--- src/sv/utilization_window_monitor_unit_macros.svh ---
// Assertion helpers for the utilization window monitor
`ifndef UTILIZATION_WINDOW_MONITOR_UNIT_MACROS_SVH
`define UTILIZATION_WINDOW_MONITOR_UNIT_MACROS_SVH
// property that must hold every cycle outside reset
`define UWM_ASSERT(label, prop, msg) \
   label: assert property (@(posedge clock) disable iff (reset) (prop)) else $error(msg);
// implication whose consequent is checked in the cycle after the antecedent
`define UWM_ASSERT_NEXT(label, pre, post, msg) \
   label: assert property (@(posedge clock) disable iff (reset) (pre) |=> (post)) \
      else $error(msg);
`endif

--- src/sv/uwm_ram.sv ---
`timescale 1ns / 1ps
module uwm_ram #(
   parameter int WIDTH = 8,
   parameter int DEPTH = 16
) (
   input  logic                     clock,
   input  logic                     wr_en,
   input  logic [$clog2(DEPTH)-1:0] wr_addr,
   input  logic [WIDTH-1:0]         wr_data,
   input  logic [$clog2(DEPTH)-1:0] rd_addr,
   output logic [WIDTH-1:0]         rd_data
);
   logic [WIDTH-1:0] mem [DEPTH];
   always_ff @(posedge clock) begin
      if (wr_en) begin
         mem[wr_addr] <= wr_data;
      end
      rd_data <= mem[rd_addr];
   end
endmodule

--- config.mk ---
export PLATFORM = sky130hd
export DESIGN_NAME = uwm_ram
export DESIGN_NICKNAME = d
export VERILOG_FILES = /design/src/sv/utilization_window_monitor_unit_macros.svh /design/src/sv/uwm_ram.sv
export SDC_FILE = /design/constraint.sdc
export NUM_CORES = 1
export LEC_CHECK = 0
export BUFFER_PORTS_ARGS = -buffer_cell sky130_fd_sc_hd__buf_2
export CAP_MARGIN = 5
export CORE_AREA = 2 2 105 107
export DETAILED_ROUTE_END_ITERATION = 8
export DIE_AREA = 0 0 107 109
export GPL_TIMING_DRIVEN = 0
export HOLD_SLACK_MARGIN = 0.02
export PLACE_DENSITY = 0.75
export SLEW_MARGIN = 20
export SYNTH_ARGS = -nofsm -noshare
export SYNTH_HDL_FRONTEND = slang
export SYNTH_SLANG_ARGS = --single-unit
--- constraint.sdc ---
create_clock -name clock -period 2.6 [get_ports clock]
set_clock_uncertainty 0.05 [all_clocks]
set_input_delay 0.52 -clock clock [delete_from_list [all_inputs] [get_ports clock]]
set_output_delay 0.52 -clock clock [all_outputs]
set_load 0.05 [all_outputs]
==> impl_metrics.xml <==
<?xml version="1.0" encoding="UTF-8"?>
<metrics>
  <group name="clock_tree">
    <metric name="cts_buffer_depth" unit="">2</metric>
    <metric name="ctsRootBufferMaster" unit="">sky130_fd_sc_hd__clkbuf_8</metric>
    <metric name="h-tree-depth" unit="">4</metric>
    <metric name="cts_made_buffers" unit="">17</metric>
    <metric name="path_clk_slew" unit="ns">0.06</metric>
    <metric name="cts_tree" unit="">built</metric>
    <metric name="cts.sinks" unit="">136</metric>
    <metric name="postCtsResizedCells" unit="">0</metric>
    <metric name="cts_hold_repair.buffers" unit="">0</metric>
    <metric name="post-cts-setup-buffer-count" unit="">0</metric>
    <metric name="worstSkewPairLatency" unit="ns">0.51</metric>
  </group>
  <group name="global_route">
    <metric name="grt_max_degree" unit="">17</metric>
    <metric name="grt_overflow_total" unit="">0</metric>
    <metric name="grt.total_usage" unit="">0.185</metric>
    <metric name="grt_first_pass_wirelength" unit="um">14700</metric>
    <metric name="grt_pass1_vias" unit="">2483</metric>
    <metric name="grt_antenna_before_repair" unit="">0</metric>
  </group>
  <group name="cells_and_area">
    <metric name="layout_overhead_on_the_synthesized_area" unit="%">17.7</metric>
    <metric name="fillCellCount" unit="">752</metric>
    <metric name="layout.core_utilization" unit="">0.572</metric>
    <metric name="drive_gt1_frac" unit="">0.295</metric>
    <metric name="finalNetCount" unit="">290</metric>
    <metric name="ant_cells" unit="">0</metric>
    <metric name="post_layout_nonfiller_instances" unit="">425</metric>
  </group>
  <group name="worst_setup_path">
    <metric name="critPathMaxFanout" unit="">8</metric>
    <metric name="cp.required" unit="ns">2.68</metric>
    <metric name="critical_path_arrival" unit="ns">1.87</metric>
    <metric name="cp_bufs_invs" unit="">1</metric>
    <metric name="startpoint_type_of_the_worst_setup_path" unit="">primary input</metric>
    <metric name="ff2ff_path_depth" unit="">3</metric>
    <metric name="crit_path_end_kind" unit="">flop</metric>
    <metric name="reg2reg_setup_slack" unit="ns">1.15</metric>
    <metric name="timing.critical_path.cells" unit="">buf_2, or3b_2, nor2_1</metric>
    <metric name="slowest_stage_cell_crit_path" unit="">sky130_fd_sc_hd__nor2_1</metric>
    <metric name="crit_path_start" unit="">wr_addr[2]</metric>
    <metric name="critPathTopFamily" unit="">simple AND/OR/NAND/NOR gates</metric>
    <metric name="path_class" unit="">primary input to flop</metric>
    <metric name="worst_path_largest_cell_delay" unit="ns">0.68</metric>
    <metric name="worst_r2r_startpoint" unit="">mem[5][0]</metric>
    <metric name="timing.rr.end" unit="">rd_data[0]</metric>
  </group>
  <group name="routing">
    <metric name="drt_first_iter_violations" unit="">158</metric>
    <metric name="route.layer.met1.wl" unit="um">3940</metric>
    <metric name="dr_wl_met3" unit="um">843</metric>
    <metric name="wl" unit="um">9920</metric>
    <metric name="met2_wirelength" unit="um">5080</metric>
    <metric name="avgViaCountPerCell" unit="">5.73</metric>
    <metric name="vias" unit="">2434</metric>
    <metric name="ant_nets" unit="">0</metric>
    <metric name="drt_pass1_iterations" unit="">4</metric>
    <metric name="drc" unit="">0</metric>
    <metric name="highest_layer" unit="">met4</metric>
    <metric name="wire_per_inst" unit="um">23.3</metric>
  </group>
  <group name="sta">
    <metric name="fin_setup_tns" unit="ns">0</metric>
    <metric name="finalWorstPathRequiredPeriod" unit="ns">1.79</metric>
    <metric name="final_max_slew_viol_count" unit="">0</metric>
    <metric name="finalHoldViolCount" unit="">0</metric>
    <metric name="grt_setup_unrepaired" unit="">no</metric>
    <metric name="max_slew_margin" unit="">0.423</metric>
    <metric name="finalCritPeriodShare" unit="">0.690</metric>
    <metric name="tightest_slew" unit="ns">0.862</metric>
    <metric name="achievable-frequency" unit="MHz">557</metric>
    <metric name="finalSetupViolCount" unit="">0</metric>
    <metric name="final.setup.worst_slack" unit="ns">0.806</metric>
  </group>
  <group name="synthesis">
    <metric name="synth_fp_nets" unit="">247</metric>
    <metric name="synth-edff-count" unit="">128</metric>
    <metric name="synth_most_common_cell" unit="">sky130_fd_sc_hd__edfxtp_1</metric>
    <metric name="synthSimpleGateAreaFrac" unit="">0.0318</metric>
    <metric name="synthesis.yosys.warnings" unit="">0</metric>
    <metric name="synth_commonest_cells" unit="">sky130_fd_sc_hd__edfxtp_1 (128), sky130_fd_sc_hd__mux4_2 (18), sky130_fd_sc_hd__a22oi_1 (16)</metric>
    <metric name="netlist_instances" unit="">229</metric>
    <metric name="synth_mux_area_frac" unit="">0.150</metric>
    <metric name="synth_top_family_by_area" unit="">multiplexers</metric>
    <metric name="synthTopCellsByArea" unit="">sky130_fd_sc_hd__edfxtp_1 (75%), sky130_fd_sc_hd__mux4_2 (7.9%), sky130_fd_sc_hd__mux4_1 (7.1%)</metric>
    <metric name="synth.ff_latch_count" unit="">136</metric>
    <metric name="adder_cell_share_of_the_synthesized_area" unit="">0</metric>
    <metric name="synth_top_area_cell" unit="">sky130_fd_sc_hd__edfxtp_1</metric>
    <metric name="yosys.cell_types.count" unit="">19</metric>
    <metric name="synth_largest_type_area_fraction" unit="">0.747</metric>
    <metric name="synth_top_flop_cell" unit="">sky130_fd_sc_hd__edfxtp_1</metric>
    <metric name="async_flop_share" unit="">0</metric>
    <metric name="synth_area_per_cell" unit="sq um">22.5</metric>
    <metric name="synth_seq_area_share" unit="">0.778</metric>
    <metric name="area_fraction_in_compound_gates_after_synthesis" unit="">0.0233</metric>
    <metric name="synthXorXnorAreaFrac" unit="">0</metric>
    <metric name="syn-cell-area" unit="sq mm">0.00515</metric>
  </group>
  <group name="hold_path">
    <metric name="timing.hold.worst_path_depth" unit="">1</metric>
    <metric name="worstHoldPathType" unit="">primary input to flop</metric>
    <metric name="timing.hold.worst.start" unit="">wr_data[6]</metric>
    <metric name="hold_path_end" unit="">mem[13][6]</metric>
  </group>
  <group name="place">
    <metric name="pre_cts_setup_slack" unit="ns">0.297</metric>
    <metric name="numPortBuffers" unit="">24</metric>
    <metric name="gp_congestion" unit="">0.773</metric>
    <metric name="number_of_cells_after_detailed_placement" unit="">393</metric>
    <metric name="dp_hpwl" unit="um">6010</metric>
  </group>
  <group name="floorplanning">
    <metric name="start_util" unit="">0.485</metric>
    <metric name="design.core.area" unit="sq mm">0.0106</metric>
    <metric name="floorplan.die_area" unit="sq mm">0.0117</metric>
    <metric name="die_boundary_height" unit="um">109</metric>
    <metric name="count_of_boundary_i_o_pins" unit="">26</metric>
    <metric name="floorplan.rows" unit="">38</metric>
    <metric name="fp.dieW" unit="um">107</metric>
  </group>
  <group name="power">
    <metric name="power.total" unit="mW">5.15</metric>
    <metric name="leakagePower" unit="nW">2.02</metric>
    <metric name="max-vdd-ir-drop" unit="uV">435</metric>
    <metric name="power_per_cell_area" unit="mW/mm^2">849</metric>
  </group>
  <group name="status">
    <metric name="run_status" unit="">finished, final reports clean</metric>
  </group>
  <group name="run">
    <metric name="maxCapViolCount" unit="">0</metric>
  </group>
</metrics>
## per-stage QoR
step / hold slack [ns] / area (sq um)
after floorplan: 0.569 / 5150
after global placement: 0.605 / 5440
after detailed placement: 0.621 / 5460
after CTS: 0.336 / 6060
after global routing: 0.351 / 6060
final: 0.359 / 6060
## cell type report
cell class	count	area, sq um	share of cell area
multi-input cells	83	1080	0.178
flip-flops and latches	136	4000	0.661
repair buffers	24	120	0.0198
well taps	140	175	0.0289
clock buffers	18	418	0.0690
clock inverters	14	180	0.0297
plain buffers	10	86.3	0.0142
## layout by cell type, fill, tap and decap left out, types with 2 or more instances in the layout
cell type / count
sky130_fd_sc_hd__nor2_1: 13
sky130_fd_sc_hd__a22oi_1: 16
sky130_fd_sc_hd__nand2b_1: 2
sky130_fd_sc_hd__mux4_2: 18
sky130_fd_sc_hd__nor3_2: 4
sky130_fd_sc_hd__buf_2: 27
sky130_fd_sc_hd__edfxtp_1: 128
sky130_fd_sc_hd__clkinvlp_4: 3
sky130_fd_sc_hd__buf_6: 3
sky130_fd_sc_hd__clkbuf_16: 16
sky130_fd_sc_hd__nand3b_1: 2
sky130_fd_sc_hd__bufinv_16: 4
sky130_fd_sc_hd__clkinv_1: 4
sky130_fd_sc_hd__dfxtp_1: 8
sky130_fd_sc_hd__mux4_1: 14
sky130_fd_sc_hd__clkdlybuf4s25_2: 3
sky130_fd_sc_hd__nand2_1: 9
## state kept, by name, indices dropped and copies added, names as in the netlist
register	cells
mem	128
rd_data	8
## where the power goes
part           switching, mW  internal, mW  total [mW]
combinational          0.186        0.0978       0.284
clock                  0.854          1.54        2.40
sequential            0.0117          2.45        2.46
total                   1.05          4.09        5.15
## how the worst max path moves through the flow
stage / end / slack (ns) / cells after the start
3_3_place_gp: mem[0][7] / 0.004 / 3
5_1_grt: mem[2][0] / 0.80 / 3
3_5_place_dp: mem[2][7] / 0.30 / 3
4_1_cts: mem[2][0] / 0.83 / 3
2_1_floorplan: mem[0][0] / 0.54 / 2
6_report: mem[1][5] / 0.81 / 3
## worst register-to-register path, delay by kind of cell (launching register included)
family             cells  cell delay [ns]
muxes                  1             0.55
DFF                    1             0.35
AOI/OAI and AO/OA      1             0.30
and+or+nand+nor        1             0.09
## metal layers
layer  GRT usage  up-vias
li1            -     1057
met1       0.242     1264
met2       0.305      109
met3      0.0406        4
met4      0.0788        0
met5           0        -
## kinds of logic after synthesis
| family | Yosys count |
|---|---|
| buf+inv | 10 |
| mux | 32 |
| simple gates | 35 |
| compound gates | 16 |
| flops | 136 |
Note: power is estimated with default switching activity, not from simulation.
