File: src/sv/utilization_window_monitor_unit_macros.svh
// Assertion helpers for the utilization window monitor
`ifndef UTILIZATION_WINDOW_MONITOR_UNIT_MACROS_SVH
`define UTILIZATION_WINDOW_MONITOR_UNIT_MACROS_SVH
// property that must hold every cycle outside reset
`define UWM_ASSERT(label, prop, msg) \
   label: assert property (@(posedge clock) disable iff (reset) (prop)) else $error(msg);
// implication whose consequent is checked in the cycle after the antecedent
`define UWM_ASSERT_NEXT(label, pre, post, msg) \
   label: assert property (@(posedge clock) disable iff (reset) (pre) |=> (post)) \
      else $error(msg);
`endif

File: src/sv/uwm_pkg.sv
`timescale 1ns / 1ps
package uwm_pkg;
   localparam int SAMPLE_W = 14;
   localparam int TIME_W = 48;
   localparam logic [13:0] MAX_UTIL = 14'd10000;
   localparam logic [13:0] CRIT_LEVEL = 14'd9500;
   localparam logic [13:0] LOW_LEVEL = 14'd500;
   localparam logic [47:0] WIN_1MIN = 48'd60000;
   localparam logic [47:0] WIN_5MIN = 48'd300000;
   localparam logic [47:0] ALERT_GAP = 48'd60000;
   localparam logic [9:0] MS_PER_S = 10'd1000;
   localparam logic [1:0] CSR_BORROW = 2'd0;
   localparam logic [1:0] CSR_LEND = 2'd1;
   localparam logic [1:0] CSR_SUSTAIN = 2'd2;
   localparam logic [1:0] ALERT_NONE = 2'd0;
   localparam logic [1:0] ALERT_CRIT = 2'd1;
   localparam logic [1:0] ALERT_LOW = 2'd2;

   typedef struct packed {
      logic [3:0]  class_index;
      logic        class_enabled;
      logic [13:0] util_sample;
      logic [47:0] now_ms;
      logic        cooldown_idle;
   } req_type;

   typedef struct packed {
      logic [3:0]  out_class;
      logic [13:0] short_mean;
      logic [13:0] short_peak;
      logic [13:0] long_mean;
      logic [13:0] long_peak;
      logic        sustained_high;
      logic        sustained_low;
      logic        borrow_ok;
      logic        lend_ok;
      logic [1:0]  alert_kind;
   } rsp_type;

   // divider control; divisor covers counts up to 2047 entries
   typedef struct packed {
      logic        start;
      logic [23:0] dividend;
      logic [10:0] divisor;
   } div_cmd_type;
endpackage

File: src/sv/uwm_div.sv
`timescale 1ns / 1ps
// restoring divider, one quotient bit per cycle
module uwm_div (
   input  logic                    clock,
   input  logic                    reset,
   input  uwm_pkg::div_cmd_type    cmd,
   output logic                    done,
   output logic [13:0]             quotient
);
   import uwm_pkg::*;
   logic [23:0] quo_ff, quo_in;
   logic [11:0] rem_ff, rem_in;
   logic [10:0] dvs_ff, dvs_in;
   logic [4:0]  cnt_ff, cnt_in;
   logic        busy_ff, busy_in;
   logic        done_ff, done_in;
   logic [11:0] trial;

   always_comb begin
      quo_in = quo_ff;
      rem_in = rem_ff;
      dvs_in = dvs_ff;
      cnt_in = cnt_ff;
      busy_in = busy_ff;
      done_in = 1'b0;
      trial = {rem_ff[10:0], quo_ff[23]} - {1'b0, dvs_ff};
      if (cmd.start) begin
         quo_in = cmd.dividend;
         rem_in = '0;
         dvs_in = cmd.divisor;
         cnt_in = 5'd0;
         busy_in = 1'b1;
      end else if (busy_ff) begin
         if (trial[11]) begin
            rem_in = {rem_ff[10:0], quo_ff[23]};
            quo_in = {quo_ff[22:0], 1'b0};
         end else begin
            rem_in = trial;
            quo_in = {quo_ff[22:0], 1'b1};
         end
         cnt_in = cnt_ff + 5'd1;
         if (cnt_ff == 5'd23) begin
            busy_in = 1'b0;
            done_in = 1'b1;
         end
      end
   end

   always_ff @(posedge clock) begin
      if (reset) begin
         busy_ff <= 1'b0;
         done_ff <= 1'b0;
         cnt_ff <= '0;
      end else begin
         busy_ff <= busy_in;
         done_ff <= done_in;
         cnt_ff <= cnt_in;
      end
      quo_ff <= quo_in;
      rem_ff <= rem_in;
      dvs_ff <= dvs_in;
   end

   assign done = done_ff;
   assign quotient = quo_ff[13:0];
endmodule

File: config.mk
export PLATFORM = sky130hd
export DESIGN_NAME = uwm_div
export DESIGN_NICKNAME = d
export VERILOG_FILES = /design/src/sv/utilization_window_monitor_unit_macros.svh /design/src/sv/uwm_pkg.sv /design/src/sv/uwm_div.sv
export SDC_FILE = /design/constraint.sdc
export NUM_CORES = 1
export LEC_CHECK = 0
export BUFFER_PORTS_ARGS = -buffer_cell sky130_fd_sc_hd__buf_4
export CAP_MARGIN = 0
export CORE_MARGIN = 2
export CORE_UTILIZATION = 45
export DETAILED_ROUTE_END_ITERATION = 7
export GPL_ROUTABILITY_DRIVEN = 0
export PLACE_DENSITY = 0.67
export SLEW_MARGIN = 20
export SYNTH_ARGS = -nofsm -noshare
export SYNTH_HDL_FRONTEND = slang
export SYNTH_SLANG_ARGS = --single-unit
export TNS_END_PERCENT = 50
File: constraint.sdc
create_clock -name clock -period 6.2 [get_ports clock]
set_input_delay 1.24 -clock clock [delete_from_list [all_inputs] [get_ports clock]]
set_output_delay 1.24 -clock clock [all_outputs]
set_load 0.01 [all_outputs]
==> flow_summary.ini, run 1 <==
[run_status]
outcome = finished, final reports clean

[global_routing]
grt_pass1_wl_um = 8776
grt_pass1_vias = 1931
grt_max_degree = 48
globalRouteTotalUtil_pct = 15.20
grt-ovfl-total = 0
grt_antenna_before_repair = 0

[route]
antenna_left = 0
post-route-drc-count = 0
drt_iter0_drc = 110
via_per_inst = 5.319
drtPass1Iterations = 4
routed_wl_um = 5329
wl_per_cell_um = 14.06
num_vias = 2016

[finish]
syn_to_final_growth_pct = 14.17
diodes = 0
final_common_cell = buf_4
final_util_pct = 53.36
nets = 352
fill_cells = 577
layout_common_cells = buf_4, edfxtp_1, mux2_2
drive_gt1_share_pct = 34.44

[critical_path]
crit_path_max_incr_delay_ps = 770
criticalPathCategory = input pin to flip-flop
path_max_fanout = 47
cpMaxStageDelayCell = inv_1
critPathArrivalTime_ps = 2710
cp_top_family = buffers and inverters
worstSetupStartpointType = input pin
required_ps = 6130
cp-end-kind = flip-flop
critPathBufInv = 2
crit_chain = buf_4, nor2_1, inv_1

[die]
rows = 29
core_region_area_um2 = 6350
initial_core_util_pct = 46.74
die-area_um2 = 7261
die_w_um = 85.21
die_y_um = 85.21
io_pins = 53

[placement]
io_buffers = 52
dp_hpwl_um = 3774
dp_slack_ps = 3072

[clock_tree]
clock-root-buffer = clkbuf_8
cts_tree = yes
cts_setup_buffers = 0
htreeDepth = 2
cts-resized-gates = 0
hold_buffers = 0
cts_buffers = 5
clk_pin_slew_ps = 90
cts.sinks = 53
clock_latency_ps = 310
clockBufferDepth = 2

[logic_synthesis]
yosys_register_bits = 53
synth_top_area_share_pct = 35.41
synth-async-reset-ratio_pct = 0
yosysTopAreaCell = edfxtp_1
ys_types = 51
synth.cell_area_um2 = 2968
syn-num-nets = 318
ys.flop_type = edfxtp_1
synth_warnings = 0
synth.avg_cell_area_um2 = 11.12
synth_area_leaders = edfxtp_1, dfxtp_1, mux2_2, ha_1, buf_4
synth_edf_count = 35
yosysSeqAreaShare_pct = 47.55
syn-instance-count = 267

[power]
ir_drop_mv = 0.1504
power.leakage_nw = 1.346
p_per_area_nw_per_um2 = 233.8
power_mw = 0.7921

[sta]
period_minus_slack_ps = 2782
fin_skew_ps = 11.96
relSlewSlack_pct = 34.99
grt_setup_unrepaired = false
max_freq_mhz = 359.4
fin_crit_sh_pct = 44.88
worst_pin_slew_ps = 973.9
tns_ps = 0
fin_ws_ps = 3418
setup_viol = 0
slew_viol_final = 0
hold_viol = 0

[job]
cap_violations = 0

[worst_hold_path]
hold_class = flip-flop to flip-flop
-- synth_stat cells (2+ instances only) --
cell type	number
xnor2_1	7
nand3_1	4
nand4_1	4
clkbuf_1	7
o21a_1	3
o21ai_0	6
and3_1	2
o2111ai_1	2
inv_1	16
a21o_1	4
buf_1	3
a311oi_1	2
o211ai_1	4
nor3_1	5
or2_2	2
mux2i_1	2
edfxtp_1	35
or3_1	3
nand3b_1	2
a211oi_2	2
buf_4	14
nand2_2	5
a311oi_2	4
ha_1	12
a21oi_1	12
o21ai_1	3
nand2_1	14
xor2_1	5
nand2b_1	2
mux2_2	24
dfxtp_1	18
nor2_1	20
-- through the flow --
| stage | instances | cell area, µm² | hold slack [ps] |
|---|---|---|---|
| floorplan | 267 | 2968 | 467.1 |
| CTS | 379 | 3388 | 504.5 |
| global placement | 371 | 3301 | 485.3 |
| finish | 379 | 3388 | 500.2 |
| detailed placement | 371 | 3301 | 491.1 |
| global route | 379 | 3388 | 538.3 |
-- kinds of logic after synthesis --
family,count (synthesis),share of synthesized area (%)
AOI/OAI and AO/OA,51,13.62
adders and majority gates,13,5.733
buffers and inverters,41,7.209
and+or+nand+nor,70,11.80
xor gates and xnor gates,12,3.541
DFF,53,47.56
muxes,27,10.54
-- final timing paths --
path / start / end / slack (ps) / cells after the start
max: cmd[35] / quo_ff[1] / 3420 / 3
max reg2reg: dvs_ff[6] / rem_ff[1] / 3650 / 8
min: cnt_ff[4] / done / 500 / 2
min reg2reg: cnt_ff[4] / done / 500 / 2
-- area by class of cell --
| type | count | area [µm²] | share of cell area, % |
|---|---|---|---|
| clock buffers | 6 | 72.57 | 2.142 |
| well taps | 77 | 96.34 | 2.843 |
| multi-input cells | 173 | 1343 | 39.62 |
| inverters | 16 | 60.06 | 1.773 |
| clock inverters | 2 | 15.01 | 0.4431 |
| repair buffers | 52 | 390.4 | 11.52 |
| flip-flops and latches | 53 | 1411 | 41.65 |
-- state kept, by name, indices dropped and copies added (netlist names) --
register,count
quo_ff,24
dvs_ff,11
rem_ff,11
done,1
busy_ff,1
cnt_ff,5
-- routing by layer --
layer | share of wire [%] | vias up | track usage, %
met1 | 49 | 961 | 20.90
met4 | 0.98 | 0 | 4.329
met3 | 3.3 | 5 | 3.210
li1 | - | 1023 | -
met2 | 46 | 27 | 24.36
met5 | 0 | - | 0
-- power breakdown --
| part | leakage (nW) | internal [mW] | switching [mW] | total [mW] |
|---|---|---|---|---|
| logic | 0.812 | 0.0842 | 0.0860 | 0.170 |
| registers | 0.497 | 0.410 | 0.0170 | 0.427 |
| clock network | 0.0374 | 0.0798 | 0.115 | 0.195 |
-- worst min-delay path, stage by stage (launching register included) --
cell,delay (ps)
dfxtp_1,340
nand3b_1,90
nor3_1,40
Note: power is estimated with default switching activity, not from simulation.
==> inputs of run 2 (changes only) <==
==> constraint.sdc (replaced) <==
create_clock -name clock -period 2.9 [get_ports clock]
set_input_delay 0.58 -clock clock [delete_from_list [all_inputs] [get_ports clock]]
set_output_delay 0.58 -clock clock [all_outputs]
set_load 0.01 [all_outputs]
==> run 2 against run 1 <==
  * Utilization increased by 0.28 points
  * Combinational power is 120% higher
  * Sequential power is 110% higher
  * Power up 120%
  * Critical path depth is 5 higher
  * Critical endpoint is now rem_ff[3]
  * Largest cell class unchanged
==> flow_summary.ini, run 2 (synthesized netlist as in run 1, its figures left out) <==
[sta]
grt_setup_unrepaired = false
fin_crit_sh_pct = 88.07
tns_ps = 0
relSlewSlack_pct = 55.26
setup_viol = 0
fin_skew_ps = 11.71
slew_viol_final = 0
hold_viol = 0
worst_pin_slew_ps = 668.9
period_minus_slack_ps = 2554
max_freq_mhz = 391.5

[critical_path]
required_ps = 3130
critPathBufInv = 1
path_max_fanout = 13
r2r_cells = 8
crit_start = dvs_ff[6]
cp_top_family = compound AO/OA/AOI/OAI gates
crit_chain = inv_1, ha_1, a211oi_2, o21a_1, o211ai_2, a211oi_4, nand2_2, a311oi_2
critPathArrivalTime_ps = 2790
crit_path_max_incr_delay_ps = 590
r2r_start = dvs_ff[6]
cp-end-kind = flip-flop
cpMaxStageDelayCell = a211oi_4
worstSetupStartpointType = flip-flop
cp.depth = 8
criticalPathCategory = flip-flop to flip-flop

[clock_tree]
htreeDepth = 2
clock_latency_ps = 320
cts-resized-gates = 0
clockBufferDepth = 2
cts_tree = yes
clk_pin_slew_ps = 110
cts.sinks = 53
cts_setup_buffers = 0
clock-root-buffer = clkbuf_8
cts_buffers = 5
hold_buffers = 0

[power]
seq_power_share_pct = 52.8
p_sw_mw = 0.4862
power.leakage_nw = 1.363
comb_power_share_pct = 22.0
p_per_area_nw_per_um2 = 503.9
p_clk_share_pct = 25.2
ir_drop_mv = 0.3043
switching_share_pct = 28.34
p_int_mw = 1.230

[die]
rows = 29
initial_core_util_pct = 46.74
die_w_um = 85.21
core_region_area_um2 = 6350
io_pins = 53
die-area_um2 = 7261
die_y_um = 85.21

[placement]
io_buffers = 52
dp_hpwl_um = 4071
dp.cells = 373

[global_routing]
grt_pass1_vias = 2054
globalRouteTotalUtil_pct = 16.75
grt-ovfl-total = 0
grt_pass1_wl_um = 9632
grt_antenna_before_repair = 0
grt_max_degree = 48

[worst_hold_path]
hold_class = input pin to flip-flop
hp-start = reset
whs_path_depth = 2

[finish]
largest_reg_flops = 24
layout_common_cells = buf_4, edfxtp_1, mux2_2
regMostFlops = quo_ff
layout.cells.non_filler = 381
top_regs = quo_ff: 24 flops, dvs_ff: 11 flops, rem_ff: 11 flops
final_common_cell = buf_4
diodes = 0
syn_to_final_growth_pct = 14.76
nets = 354
drive_gt1_share_pct = 35.20

[run_status]
outcome = finished, final reports clean

[route]
post-route-drc-count = 0
antenna_left = 0
wl_per_cell_um = 14.92
drtPass1Iterations = 4
drt_iter0_drc = 130
via_per_inst = 5.402
num_vias = 2058
routed_wl_um = 5685

[job]
cap_violations = 0
## run 2: through the flow
step | util, % | setup slack (ps) | hold slack (ps) | power, mW | cell area (µm²)
after floorplan | - | 744.5 | 467.1 | 1.199 | 2968
after global placement | 52.22 | 507.2 | 490.3 | 1.291 | 3316
after detailed placement | 52.22 | 406.0 | 492.3 | 1.302 | 3316
after CTS | 53.64 | 358.9 | 406.4 | 1.734 | 3406
after global routing | 53.64 | 119.0 | 394.7 | 1.810 | 3406
final | 53.64 | 346.0 | 408.5 | 1.716 | 3406
## run 2: worst paths after layout
kind                to  slack [ps]
min reg2reg       done         500
max reg2reg  rem_ff[3]         350
min            busy_ff         410
max          rem_ff[3]         350
## run 2: cell type report
| type | instances | area [µm²] |
|---|---|---|
| repair buffers | 54 | 405.4 |
| inverters | 16 | 60.06 |
| flip-flops and latches | 53 | 1411 |
| clock buffers | 5 | 68.82 |
| fillers | 564 | 2944 |
| well taps | 77 | 96.34 |
| clock inverters | 3 | 21.27 |
| multi-input cells | 173 | 1343 |
## run 2: power groups by stage
stage,clock network (mW),registers (mW),logic (mW)
after floorplan,0,0.912,0.287
final,0.432,0.906,0.378
after global routing,0.480,0.914,0.417
after CTS,0.447,0.907,0.380
after global placement,0,0.921,0.370
after detailed placement,0,0.924,0.378
## run 2: layer usage
layer | vias to the layer above | global-route usage, % | wire length (µm)
met4 | 0 | 5.339 | 72
met1 | 987 | 21.52 | 2531
met3 | 8 | 3.794 | 219
met2 | 37 | 28.13 | 2862
met5 | - | 0 | 0
li1 | 1026 | - | -
==> inputs of run 3 (changes only) <==
--- a/config.mk
+++ b/config.mk
@@ -12,6 +12,7 @@
 export DETAILED_ROUTE_END_ITERATION = 7
 export GPL_ROUTABILITY_DRIVEN = 0
 export PLACE_DENSITY = 0.67
+export SETUP_SLACK_MARGIN = 0.5
 export SLEW_MARGIN = 20
 export SYNTH_ARGS = -nofsm -noshare
 export SYNTH_HDL_FRONTEND = slang
==> run 3 against run 2 <==
  * Hold slack better by 0.54 ps
  * Wire length rose by 2.6%
  * Utilization rose by 1.1 points
  * Critical path depth did not move
  * Sequential power about the same
  * Cell count grew 0.79%
  * Global-route usage barely moved
  * Die area unchanged
  * Via count is essentially flat
  * Sequential cell count is the same
  * Clock-buffer cell count unchanged
  * Power grew 1.5%
  * Critical path type unchanged
  * Highest routed layer unchanged
==> flow_summary.ini, run 3 (synthesized netlist as in run 1, its figures left out) <==
[route]
post-route-drc-count = 0
num_vias = 2056
drtPass1Iterations = 4
via_per_inst = 5.354
wl_per_cell_um = 15.18
routed_wl_um = 5831
antenna_left = 0
drt_iter0_drc = 159

[global_routing]
grt_pass1_wl_um = 9653
grt_pass1_vias = 2057
grt-ovfl-total = 0
grt_max_degree = 48
grt_antenna_before_repair = 0
globalRouteTotalUtil_pct = 16.79

[die]
io_pins = 53
core_region_area_um2 = 6350
die-area_um2 = 7261
initial_core_util_pct = 46.74
rows = 29
die_w_um = 85.21
die_y_um = 85.21

[job]
cap_violations = 0

[finish]
diodes = 0
nets = 357
syn_to_final_growth_pct = 17.16
final_common_cell = buf_4
drive_gt1_share_pct = 37.46
regMostFlops = quo_ff
largest_reg_flops = 24
top_regs = quo_ff: 24 flops, dvs_ff: 11 flops, rem_ff: 11 flops
layout_common_cells = buf_4, edfxtp_1, mux2_2

[critical_path]
required_ps = 2980
crit_start = dvs_ff[10]
path_max_fanout = 9
rrSetupSlack_ps = 620
r2r_end = quo_ff[0]
worstSetupStartpointType = flip-flop
r2r_start = dvs_ff[10]
critPathArrivalTime_ps = 2360
r2r_cells = 8
criticalPathCategory = flip-flop to flip-flop
cp-end-kind = flip-flop

[sta]
slew_viol_final = 0
period_minus_slack_ps = 2281
worst_pin_slew_ps = 589.4
grt_setup_unrepaired = false
fin_ws_ps = 618.6
setup_viol = 0
max_freq_mhz = 438.3
hold_viol = 0
relSlewSlack_pct = 60.71
fin_crit_sh_pct = 78.67
fin_skew_ps = 10.34
tns_ps = 0

[clock_tree]
clk_pin_slew_ps = 110
clock-root-buffer = clkbuf_8
clockBufferDepth = 2
cts_tree = yes
cts_buffers = 5
cts.sinks = 53
clock_latency_ps = 320
htreeDepth = 2
hold_buffers = 0

[worst_hold_path]
hp-start = reset
hold_class = input pin to flip-flop
whs_path_depth = 2
min_to = busy_ff

[power]
power.leakage_nw = 1.395
p_per_area_nw_per_um2 = 500.8
ir_drop_mv = 0.3046

[run_status]
outcome = finished, final reports clean

[placement]
dp_slack_ps = 406.0
io_buffers = 52
dp_hpwl_um = 4071
-- run 3: layout make-up --
cell class / instances / area (µm²)
Clock buffer: 5 / 68.82
Clock inverter: 3 / 21.27
Fill cell: 562 / 2873
Inverter: 16 / 60.06
Multi-Input combinational cell: 173 / 1391
Sequential cell: 53 / 1411
Tap cell: 77 / 96.34
Timing Repair Buffer: 57 / 427.9
-- run 3: where the power goes --
| group | internal (mW) | switching (mW) | total, mW |
|---|---|---|---|
| Combinational | 0.195 | 0.207 | 0.402 |
| Clock | 0.172 | 0.261 | 0.433 |
| Sequential | 0.876 | 0.0307 | 0.906 |
-- run 3: metal layers --
metal	vias up	share of wire (%)	wire [µm]	GRT usage (%)
met5	-	0	0	0
met4	0	1.7	99	5.339
met3	10	4.4	259	3.794
met2	42	50	2939	28.34
met1	970	43	2532	21.46
li1	1034	-	-	-
-- run 3: what timing repair did --
item	CTS	global route
endpoints found under the setup margin	10	10
gates resized for setup	0	8
buffers inserted	2	1
cloned	0	0
pin swaps	1	3
-- run 3: worst max-delay path, cell delays in order, from the launching register on --
cell	delay, ps
edfxtp_1	330
inv_1	40
ha_1	360
a21o_1	260
or3_1	370
o211ai_4	160
a211oi_4	80
buf_4	180
mux2_2	260
-- run 3: through the flow --
| stage | power, mW | area, µm² | utilization [%] | hold slack (ps) | instances |
|---|---|---|---|---|---|
| 6_report | 1.741 | 3477 | 54.76 | 409.1 | 384 |
| 5_1_grt | 1.836 | 3477 | 54.76 | 394.7 | 384 |
| 4_1_cts | 1.737 | 3421 | 53.87 | 406.4 | 383 |
| 3_5_place_dp | 1.302 | 3316 | 52.22 | 492.3 | 373 |
| 3_3_place_gp | 1.291 | 3316 | 52.22 | 490.3 | 373 |
| 2_1_floorplan | 1.199 | 2968 | - | 467.1 | 267 |
-- run 3: worst max path at each step --
stage	to	slack, ps
after floorplan	quo_ff[0]	740
after global placement	rem_ff[7]	510
after detailed placement	rem_ff[1]	410
after CTS	rem_ff[8]	480
after global routing	rem_ff[1]	460
final	quo_ff[0]	620
